**src/rtl/rtce_pkg.sv**
```systemverilog
// ============================================================================
// rtce_pkg
// Shared types, register indexes and calendar constants for the clock-chip
// snapshot to epoch seconds converter.
// ============================================================================
package rtce_pkg;

    localparam int unsigned CfgIdxW  = 2;
    localparam int unsigned CfgDataW = 7;

    localparam logic [CfgIdxW-1:0] CFG_BINARY_MODE  = 2'd0;
    localparam logic [CfgIdxW-1:0] CFG_HOUR_24_MODE = 2'd1;
    localparam logic [CfgIdxW-1:0] CFG_CENTURY      = 2'd2;

    localparam int unsigned YearW  = 14;
    localparam int unsigned DaysW  = 22;
    localparam int unsigned HmsW   = 20;
    localparam int unsigned EpochW = 40;

    localparam logic [YearW-1:0] EPOCH_YEAR  = 14'd1970;
    localparam logic [YearW-1:0] YEAR_2000   = 14'd2000;
    localparam logic [YearW-1:0] YEAR_1900   = 14'd1900;
    localparam logic [7:0]       WINDOW_YEAR = 8'd80;
    // leap days in years 1..1969
    localparam logic [11:0]      LEAPS_BEFORE_EPOCH = 12'd477;
    localparam logic [16:0]      SECS_PER_DAY = 17'd86400;

    // floor(x / 25) = (x * RECIP_25) >> 16, exact for x < 4681
    localparam logic [11:0]      RECIP_25 = 12'd2622;

    typedef struct packed {
        logic [7:0] raw_second;
        logic [7:0] raw_minute;
        logic [7:0] raw_hour;
        logic [7:0] raw_weekday;
        logic [7:0] raw_day;
        logic [7:0] raw_month;
        logic [7:0] raw_year;
    } t_rtc_in;

    typedef struct packed {
        logic [EpochW-1:0] epoch_seconds;
        logic [YearW-1:0]  full_year;
        logic [7:0]        month_number;
        logic [7:0]        day_of_month;
        logic [7:0]        day_of_week;
        logic [7:0]        hour_of_day;
        logic [7:0]        minute_of_hour;
        logic [7:0]        second_of_minute;
        logic              date_valid;
    } t_rtc_out;

    typedef struct packed {
        logic                binary_mode;
        logic                hour_24_mode;
        logic [CfgDataW-1:0] century;
    } t_rtc_cfg;

    function automatic logic [7:0] decode_byte(input logic [7:0] v, input logic bin);
        logic [7:0] hi;
        hi = {4'd0, v[7:4]};
        decode_byte = bin ? v : ((hi << 3) + (hi << 1) + {4'd0, v[3:0]});
    endfunction

    // days in the months before month m, common year
    function automatic logic [8:0] month_offset(input logic [3:0] m);
        logic [8:0] d;
        case (m)
            4'd2:    d = 9'd31;
            4'd3:    d = 9'd59;
            4'd4:    d = 9'd90;
            4'd5:    d = 9'd120;
            4'd6:    d = 9'd151;
            4'd7:    d = 9'd181;
            4'd8:    d = 9'd212;
            4'd9:    d = 9'd243;
            4'd10:   d = 9'd273;
            4'd11:   d = 9'd304;
            4'd12:   d = 9'd334;
            default: d = 9'd0;
        endcase
        month_offset = d;
    endfunction

endpackage

```
**src/rtl/rtce_decode.sv**
```systemverilog
// ============================================================================
// rtce_decode
// Decodes one register snapshot: BCD or binary bytes, 12/24-hour hour,
// full year from century or windowing, and the date check.
// ============================================================================
module rtce_decode (
    input  rtce_pkg::t_rtc_cfg i_cfg,
    input  rtce_pkg::t_rtc_in  i_raw,
    output rtce_pkg::t_rtc_out o_fld
);

    logic [7:0] w_sec, w_min, w_wday, w_day, w_mon, w_yy;
    logic [7:0] w_h24, w_h12, w_h12z, w_hour;
    logic [rtce_pkg::YearW-1:0] w_year;

    assign w_sec  = rtce_pkg::decode_byte(i_raw.raw_second,  i_cfg.binary_mode);
    assign w_min  = rtce_pkg::decode_byte(i_raw.raw_minute,  i_cfg.binary_mode);
    assign w_wday = rtce_pkg::decode_byte(i_raw.raw_weekday, i_cfg.binary_mode);
    assign w_day  = rtce_pkg::decode_byte(i_raw.raw_day,     i_cfg.binary_mode);
    assign w_mon  = rtce_pkg::decode_byte(i_raw.raw_month,   i_cfg.binary_mode);
    assign w_yy   = rtce_pkg::decode_byte(i_raw.raw_year,    i_cfg.binary_mode);

    assign w_h24  = rtce_pkg::decode_byte(i_raw.raw_hour, i_cfg.binary_mode);
    assign w_h12  = rtce_pkg::decode_byte({1'b0, i_raw.raw_hour[6:0]}, i_cfg.binary_mode);
    assign w_h12z = (w_h12 == 8'd12) ? 8'd0 : w_h12;

    always_comb begin
        if (i_cfg.hour_24_mode) begin
            w_hour = w_h24;
        end else begin
            w_hour = w_h12z + (i_raw.raw_hour[7] ? 8'd12 : 8'd0);
        end
    end

    always_comb begin
        if (i_cfg.century != '0) begin
            w_year = rtce_pkg::YearW'(w_yy)
                   + rtce_pkg::YearW'(i_cfg.century) * rtce_pkg::YearW'(100);
        end else if (w_yy < rtce_pkg::WINDOW_YEAR) begin
            w_year = rtce_pkg::YEAR_2000 + rtce_pkg::YearW'(w_yy);
        end else begin
            w_year = rtce_pkg::YEAR_1900 + rtce_pkg::YearW'(w_yy);
        end
    end

    always_comb begin
        o_fld                  = '0;
        o_fld.full_year        = w_year;
        o_fld.month_number     = w_mon;
        o_fld.day_of_month     = w_day;
        o_fld.day_of_week      = w_wday;
        o_fld.hour_of_day      = w_hour;
        o_fld.minute_of_hour   = w_min;
        o_fld.second_of_minute = w_sec;
        o_fld.date_valid       = (w_mon >= 8'd1) && (w_mon <= 8'd12) && (w_day != 8'd0);
    end

endmodule

```
**src/rtl/rtc_registers_to_epoch_seconds.sv**
```systemverilog
// ============================================================================
// rtc_registers_to_epoch_seconds
// Clock-chip register snapshot to seconds since 1970-01-01 00:00:00.
// ============================================================================
// A snapshot is taken whenever start is high; busy is always low, so one
// snapshot per cycle is accepted. Each result appears on o_res for one cycle
// with o_valid after five register stages, in order: decode, leap-count
// quotients, day count, day-to-seconds multiply, final add. There is no
// backpressure: the result must be captured in the cycle o_valid is high.
// Write configuration only when no conversion is in flight.
module rtc_registers_to_epoch_seconds (
    input  logic                                i_clk,
    input  logic                                i_rst_n,
    input  logic                                start,
    output logic                                busy,
    input  rtce_pkg::t_rtc_in                   i_data,
    output logic                                o_valid,
    output rtce_pkg::t_rtc_out                  o_res,
    input  logic                                i_cfg_valid,
    output logic                                o_cfg_ready,
    input  logic [rtce_pkg::CfgIdxW-1:0]        i_cfg_index,
    input  logic [rtce_pkg::CfgDataW-1:0]       i_cfg_data
);

    localparam int unsigned YW = rtce_pkg::YearW;
    localparam int unsigned DW = rtce_pkg::DaysW;

    rtce_pkg::t_rtc_cfg r_cfg;
    rtce_pkg::t_rtc_out w_dec;

    logic r_v1, r_v2, r_v3, r_v4, r_v5;
    rtce_pkg::t_rtc_out r_f1, r_f2, r_f3, r_f4, r_f5;
    rtce_pkg::t_rtc_out n_f5;

    // stage 2 payload
    logic [7:0]    r_qa, r_qb, r_qc, r_qd;
    logic [11:0]   r_qy;
    logic [DW-1:0] r_ydays;
    logic [8:0]    r_cum;
    logic          r_after;
    // stage 3/4 payload
    logic [DW-1:0]                r_days;
    logic [rtce_pkg::HmsW-1:0]    r_hms3, r_hms4;
    logic [rtce_pkg::EpochW-1:0]  r_dsec;

    logic [YW-1:0] w_y, w_y1;
    logic [23:0]   w_pa, w_pb, w_pc, w_pd;
    logic [11:0]   w_leaps, w_c25;
    logic          w_leap;
    logic [DW-1:0] w_days;
    logic [rtce_pkg::HmsW-1:0] w_hms;

    assign busy        = 1'b0;
    assign o_cfg_ready = 1'b1;

    always_ff @(posedge i_clk) begin
        if (!i_rst_n) begin
            r_cfg.binary_mode  <= 1'b0;
            r_cfg.hour_24_mode <= 1'b1;
            r_cfg.century      <= 7'd20;
        end else if (i_cfg_valid && o_cfg_ready) begin
            case (i_cfg_index)
                rtce_pkg::CFG_BINARY_MODE:  r_cfg.binary_mode  <= i_cfg_data[0];
                rtce_pkg::CFG_HOUR_24_MODE: r_cfg.hour_24_mode <= i_cfg_data[0];
                rtce_pkg::CFG_CENTURY:      r_cfg.century      <= i_cfg_data;
                default: ;
            endcase
        end
    end

    rtce_decode u_decode (
        .i_cfg (r_cfg),
        .i_raw (i_data),
        .o_fld (w_dec)
    );

    // valid chain
    always_ff @(posedge i_clk) begin
        if (!i_rst_n) begin
            r_v1 <= 1'b0;
            r_v2 <= 1'b0;
            r_v3 <= 1'b0;
            r_v4 <= 1'b0;
            r_v5 <= 1'b0;
        end else begin
            r_v1 <= start && !busy;
            r_v2 <= r_v1;
            r_v3 <= r_v2;
            r_v4 <= r_v3;
            r_v5 <= r_v4;
        end
    end

    // stage 2: quotients by 100 and 400 via divide-by-25 reciprocal
    assign w_y  = r_f1.full_year;
    assign w_y1 = w_y - YW'(1);
    assign w_pa = 24'(w_y1[YW-1:2]) * 24'(rtce_pkg::RECIP_25);
    assign w_pb = 24'(w_y1[YW-1:4]) * 24'(rtce_pkg::RECIP_25);
    assign w_pc = 24'(w_y[YW-1:2])  * 24'(rtce_pkg::RECIP_25);
    assign w_pd = 24'(w_y[YW-1:4])  * 24'(rtce_pkg::RECIP_25);

    // stage 3: day count
    assign w_leaps = r_qy - 12'(r_qa) + 12'(r_qb) - rtce_pkg::LEAPS_BEFORE_EPOCH;
    assign w_c25   = 12'(r_qc) * 12'd25;
    assign w_leap  = ((r_f2.full_year[1:0] == 2'd0) && (r_f2.full_year[YW-1:2] != w_c25))
                  || ((r_f2.full_year[3:0] == 4'd0)
                      && (r_f2.full_year[YW-1:4] == 10'(12'(r_qd) * 12'd25)));
    assign w_days  = r_ydays
                   + (r_after ? DW'(w_leaps) : DW'(0))
                   + DW'(r_cum)
                   + DW'((w_leap && (r_f2.month_number > 8'd2)) ? 1'b1 : 1'b0)
                   + DW'(r_f2.day_of_month) - DW'(1);
    assign w_hms   = rtce_pkg::HmsW'(r_f2.hour_of_day) * rtce_pkg::HmsW'(3600)
                   + rtce_pkg::HmsW'(r_f2.minute_of_hour) * rtce_pkg::HmsW'(60)
                   + rtce_pkg::HmsW'(r_f2.second_of_minute);

    always_comb begin
        n_f5               = r_f4;
        n_f5.epoch_seconds = r_f4.date_valid
                           ? (r_dsec + rtce_pkg::EpochW'(r_hms4)) : '0;
    end

    always_ff @(posedge i_clk) begin
        r_f1 <= w_dec;

        r_f2    <= r_f1;
        r_qa    <= w_pa[23:16];
        r_qb    <= w_pb[23:16];
        r_qc    <= w_pc[23:16];
        r_qd    <= w_pd[23:16];
        r_qy    <= w_y1[YW-1:2];
        r_after <= w_y > rtce_pkg::EPOCH_YEAR;
        r_ydays <= (w_y > rtce_pkg::EPOCH_YEAR)
                 ? DW'(w_y - rtce_pkg::EPOCH_YEAR) * DW'(365) : DW'(0);
        r_cum   <= rtce_pkg::month_offset(r_f1.month_number[3:0]);

        r_f3   <= r_f2;
        r_days <= w_days;
        r_hms3 <= w_hms;

        r_f4   <= r_f3;
        r_dsec <= rtce_pkg::EpochW'(r_days) * rtce_pkg::EpochW'(rtce_pkg::SECS_PER_DAY);
        r_hms4 <= r_hms3;

        r_f5 <= n_f5;
    end

    assign o_valid = r_v5;
    assign o_res   = r_f5;

    a_pipe_adv: assert property (@(posedge i_clk) disable iff (!i_rst_n)
        r_v4 |=> o_valid)
        else $error("pipeline lost a transaction");

    a_invalid_zero: assert property (@(posedge i_clk) disable iff (!i_rst_n)
        (o_valid && !o_res.date_valid) |-> (o_res.epoch_seconds == '0))
        else $error("invalid date with nonzero seconds");

    a_valid_date: assert property (@(posedge i_clk) disable iff (!i_rst_n)
        (o_valid && o_res.date_valid) |->
            (o_res.month_number >= 8'd1 && o_res.month_number <= 8'd12
             && o_res.day_of_month != 8'd0))
        else $error("date flagged valid with bad month or day");

endmodule
```
**config.mk**
```make
export PLATFORM = sky130hd
export DESIGN_NAME = rtc_registers_to_epoch_seconds
export DESIGN_NICKNAME = d
export VERILOG_FILES = /design/src/rtl/rtce_pkg.sv /design/src/rtl/rtce_decode.sv /design/src/rtl/rtc_registers_to_epoch_seconds.sv
export SDC_FILE = /design/constraint.sdc
export NUM_CORES = 2
export LEC_CHECK = 0
export BUFFER_PORTS_ARGS = -buffer_cell sky130_fd_sc_hd__buf_2
export CELL_PAD_IN_SITES_DETAIL_PLACEMENT = 0
export CELL_PAD_IN_SITES_GLOBAL_PLACEMENT = 1
export CORE_ASPECT_RATIO = 1.75
export CORE_MARGIN = 2
export CORE_UTILIZATION = 53
export CTS_CLUSTER_DIAMETER = 80
export DETAILED_ROUTE_END_ITERATION = 7
export PLACE_DENSITY = 0.95
export SYNTH_ARGS = -nofsm -noshare
export SYNTH_HDL_FRONTEND = slang
export SYNTH_HIERARCHICAL = 1
export SYNTH_SLANG_ARGS = --single-unit
```
**constraint.sdc**
```tcl
create_clock -name i_clk -period 19.62 [get_ports i_clk]
set_clock_uncertainty 0.1 [all_clocks]
set_input_delay 3.924 -clock i_clk [delete_from_list [all_inputs] [get_ports i_clk]]
set_output_delay 3.924 -clock i_clk [all_outputs]
set_load 0.01 [all_outputs]
```
---- Word-level counts from Yosys, hierarchy flattened ----
Memory sizes are Yosys's and may differ from the RTL's. A register that Yosys moved wholly into a read port is not among the register bits.
Index checks and enable logic that the tools add are counted.
word-level totals
  bits in registers ....................... 526
  memory bits (read-only) ................. 144
  input port bits ......................... 69
  word-level logic and storage cells ...... 144
  memories kept ........................... 1
memories
  memory            depth  width  rd ports  clocked after memory_dff  wr ports  RTL line        RTL
  (name not given)  16     9      1         1                         0         rtce_pkg.sv:68  case (m)
operators by class
  add/sub/neg operators ................... 33
  multiply operators ...................... 11
  order comparisons ....................... 5
  equality and inequality tests ........... 5
  mux-type cells .......................... 15
  reductions and logical operators ........ 14
operators by type and width
  operator                number
  $mux 8                  10
  $add 8x4->8             9
  $add 7x5->8             7
  $mul 12x11->23 const B  2
  $mul 10x11->21 const B  2
  $add 39x20->40          1
  $mul 22x10->32 const B  1
  $add 11x8->12 const A   2
  $mux 12                 2
  $add 22x1->22           1
  $add 22x12->22          1
  $add 22x8->22           1
  $add 22x9->22           1
  $mul 15x10->22 const B  1
  $sub 22x1->22 const B   1
  $add 20x14->20          1
  $add 20x8->20           1
  $mul 8x8->16 const B    1
  $sub 14x11->15 const B  1
  $add 8x14->14           1
  $gt 14x11->1 const B    1
  $mux 14                 1
  $sub 14x1->14 const B   1
  $add 12x6->12           1
  other kinds (25)        32

---- Logic depth before layout (Yosys ltp) ----
  depth after elaboration ................. 9
  mapped depth ............................ 29
  mapped depth without buffers ............ 29

---- Cells and area by module ----
The synthesis kept the hierarchy.
by module, submodules not included
  module                          instances  cells an instance  area each (um^2)
  rtc_registers_to_epoch_seconds  1          3159               33840.0
  rtce_decode                     1          487                3955.0

---- Least setup slack after synthesis ----
Ideal clock, no wire load.
  path kind ............................... input-to-reg
  start ................................... input i_data[3] (netlist bit)
  end ..................................... register r_f1, in the netlist w_y[10]
  arrival ................................. 6.933 ns
  data required time ...................... 19.432 ns
  slack ................................... 12.499 ns
  stages .................................. 14
  buffers on the path ..................... 1
  cells stage by stage .................... inv_1 -> fa_1 -> inv_1 -> ha_1 -> a21o_1 -> a2111oi_1 -> or3_1 -> buf_6 -> ha_1 -> a21oi_1 -> o21ai_0 -> or2_4 -> and3_4 -> a311oi_2
RTL lines
  what                  RTL line                               RTL
  start, declared       rtc_registers_to_epoch_seconds.sv:16   input rtce_pkg::t_rtc_in i_data,
  end signal, assigned  rtc_registers_to_epoch_seconds.sv:124  r_f1 <= w_dec;
  end, declared         rtc_registers_to_epoch_seconds.sv:32   rtce_pkg::t_rtc_out r_f1, r_f2, r_f3, r_f4, r_f5;

---- Worst setup path in the final report ----
  start ................................... register r_f1, in the netlist w_y[3]
  end ..................................... register r_qa[7]
between the ends
  longest elaborated chain between the ends .. 2
ends and longest elaborated chain
  what                  RTL line                               RTL
  $sub 14x1->14         rtc_registers_to_epoch_seconds.sv:96   assign w_y1 = w_y - YW'(1);
  named net w_y1[12]    rtc_registers_to_epoch_seconds.sv:46   logic [YW-1:0] w_y, w_y1;
  $mul 12x11->23        rtc_registers_to_epoch_seconds.sv:97   assign w_pa = 24'(w_y1[YW-1:2]) * 24'(rtce_pkg::RECIP_25);
  named net w_pa[23]    rtc_registers_to_epoch_seconds.sv:47   logic [23:0] w_pa, w_pb, w_pc, w_pd;
  end signal, assigned  rtc_registers_to_epoch_seconds.sv:127  r_qa <= w_pa[23:16];
  end, declared         rtc_registers_to_epoch_seconds.sv:36   logic [7:0] r_qa, r_qb, r_qc, r_qd;
The timed path passes the listed nets, and every way through them passes these cells.
A chain may end at the register's enable or synchronous reset.

==> metrics <==
Core Area=70,400 sq um; drt total wl=79,200 microns; crit end category=flop; HPWL after DPL=65,000 microns; status=finished clean; RSZ-0062 raised after global routing=no; crit path time final=7350 ps; Die W=205 microns; num rows=129; Worst slew margin=43.7%; hold path start=r_f1[34]; Die H=356 microns; clk sink count=531; CP Class=flop to flop; Worst Hold End=r_f2[34]; TritonRoute pass-1 iters=5; Critical Path Source Type=flop; Routed Antenna Nets=0; final net count=4,958; wire per inst=16.6 microns; Synthesized Nets=4,747; Avg Inst Size Synth=10.4 sq um; CTS Hold Bufs=0; grt ovf=0; max incr delay on CP=690 ps; critical path's slowest cell=dfxtp_1; most used cell, CP=inv_1; Layout area overhead=10.3%; initial antenna violation count=7; worst-path fanout max=10; Clock Tree Root=clkbuf_16; I/O pin count=175; # DRC=0; Initial Util=53.3%; Critical Path RT=19,990 ps; port bufs=172; H-Tree Depth=2; Final Setup Violations=0; die footprint=73,000 sq um; CTS Buf Count=50; max-cap viol count=0; Worst Path Arrival=7720 ps; total track usage=22.5%; CTS tree=built; Slew Viols, Final=0; Post-Syn Area=37,500 sq um; Setup Total Neg Slack=0 ps; vias in the first global route=27,107; slew at the pin closest to its max-slew limit=843 ps; vias per cell=5.25; largest net degree at the start of global routing=67; reg2reg path depth=29; yosys warns=6; Clock Path Buffers=3; R2R setup slack=12,270 ps; latest clock arrival within the worst-skew pair=650 ps; setup bufs post-CTS=0; Worst Hold Class=flop to flop; Peak Freq=136 MHz; GP Congestion=0.891; Reg-to-Reg Start=w_y[3]; crit share post-route=37.5%; cell count after synthesis=3,605; Hold Path Cell Cnt=0; worst reg2reg endpoint=r_qa[7]; PostCTS Resize Cnt=0; final hold violation count=0; DRT iter0 DRCs=886; first-pass GRT wire length=131,000 microns; Clock transition at path regs=70 ps; via count=25,088; share of cells above drive strength 1=8.87%
[per-layer routing]
layer,up-vias,track usage (%),part of all wire (%)
li1,12271,-,-
met1,12121,21.4,35
met2,467,45.3,56
met3,229,2.31,2.8
met4,0,13.1,6.1
met5,-,0,0
[final cells by class]
cell class	instances	area (sq um)
clock buffer	64	1390
inverter	687	2590
fill	5863	29000
clock inverter	28	445
antenna	6	15.0
sequential	531	10600
tap	917	1150
multi-input combinational	2351	24100
timing repair buffer	195	1030
[worst max path at each step]
stage,from,to,depth (start not counted)
after global placement,i_data[3],w_y[10],14
final,w_y[3],r_qa[7],29
after CTS,w_y[3],r_qb[4],26
after global routing,w_y[3],r_qb[4],26
after detailed placement,i_data[3],w_y[10],14
after floorplan,i_data[3],w_y[10],14
[state kept, by name, summed over array words and instances, names as in the netlist, 14 cells and up]
register / count
o_res: 103
r_f2: 63
n_f5: 61
r_f3: 61
r_f1: 49
r_dsec: 32
r_days: 22
r_ydays: 22
r_hms3: 20
r_hms4: 20
w_y: 14
[per-stage QoR]
step | setup WS [ps] | hold WS [ps] | cells | util, % | cell area, sq um
3_5_place_dp | 11900 | 212 | 4681 | 56.2 | 39500
5_1_grt | 11720 | 192 | 4778 | 58.8 | 41400
3_3_place_gp | 11940 | 210 | 4681 | 56.2 | 39500
6_report | 12270 | 181 | 4779 | 58.8 | 41400
2_1_floorplan | 12500 | 210 | 3605 | - | 37500
4_1_cts | 12260 | 169 | 4773 | 58.8 | 41400
[worst max-delay path, delay by kind of cell, from the launching register on]
kind / cells / cell delay, ps
compound gates: 11 / 2290
xor+xnor: 2 / 300
fa+ha+maj: 7 / 2850
buf+inv: 7 / 760
flops: 1 / 690
simple gates: 2 / 190
[placed cells by master, fill, tap and decap left out, drive strengths merged, types with 34 or more instances in the layout]
master	count
o21ai	121
nand3	46
ha	766
nor2	118
inv	691
a21o	59
nand2	100
fa	307
a21oi	144
xnor2	161
xor2	81
dfxtp	531
clkbuf	64
buf	195
nor3	34
Power is not shown: default switching activity piles up to over one toggle a cycle in this logic, so the estimate is an artifact.
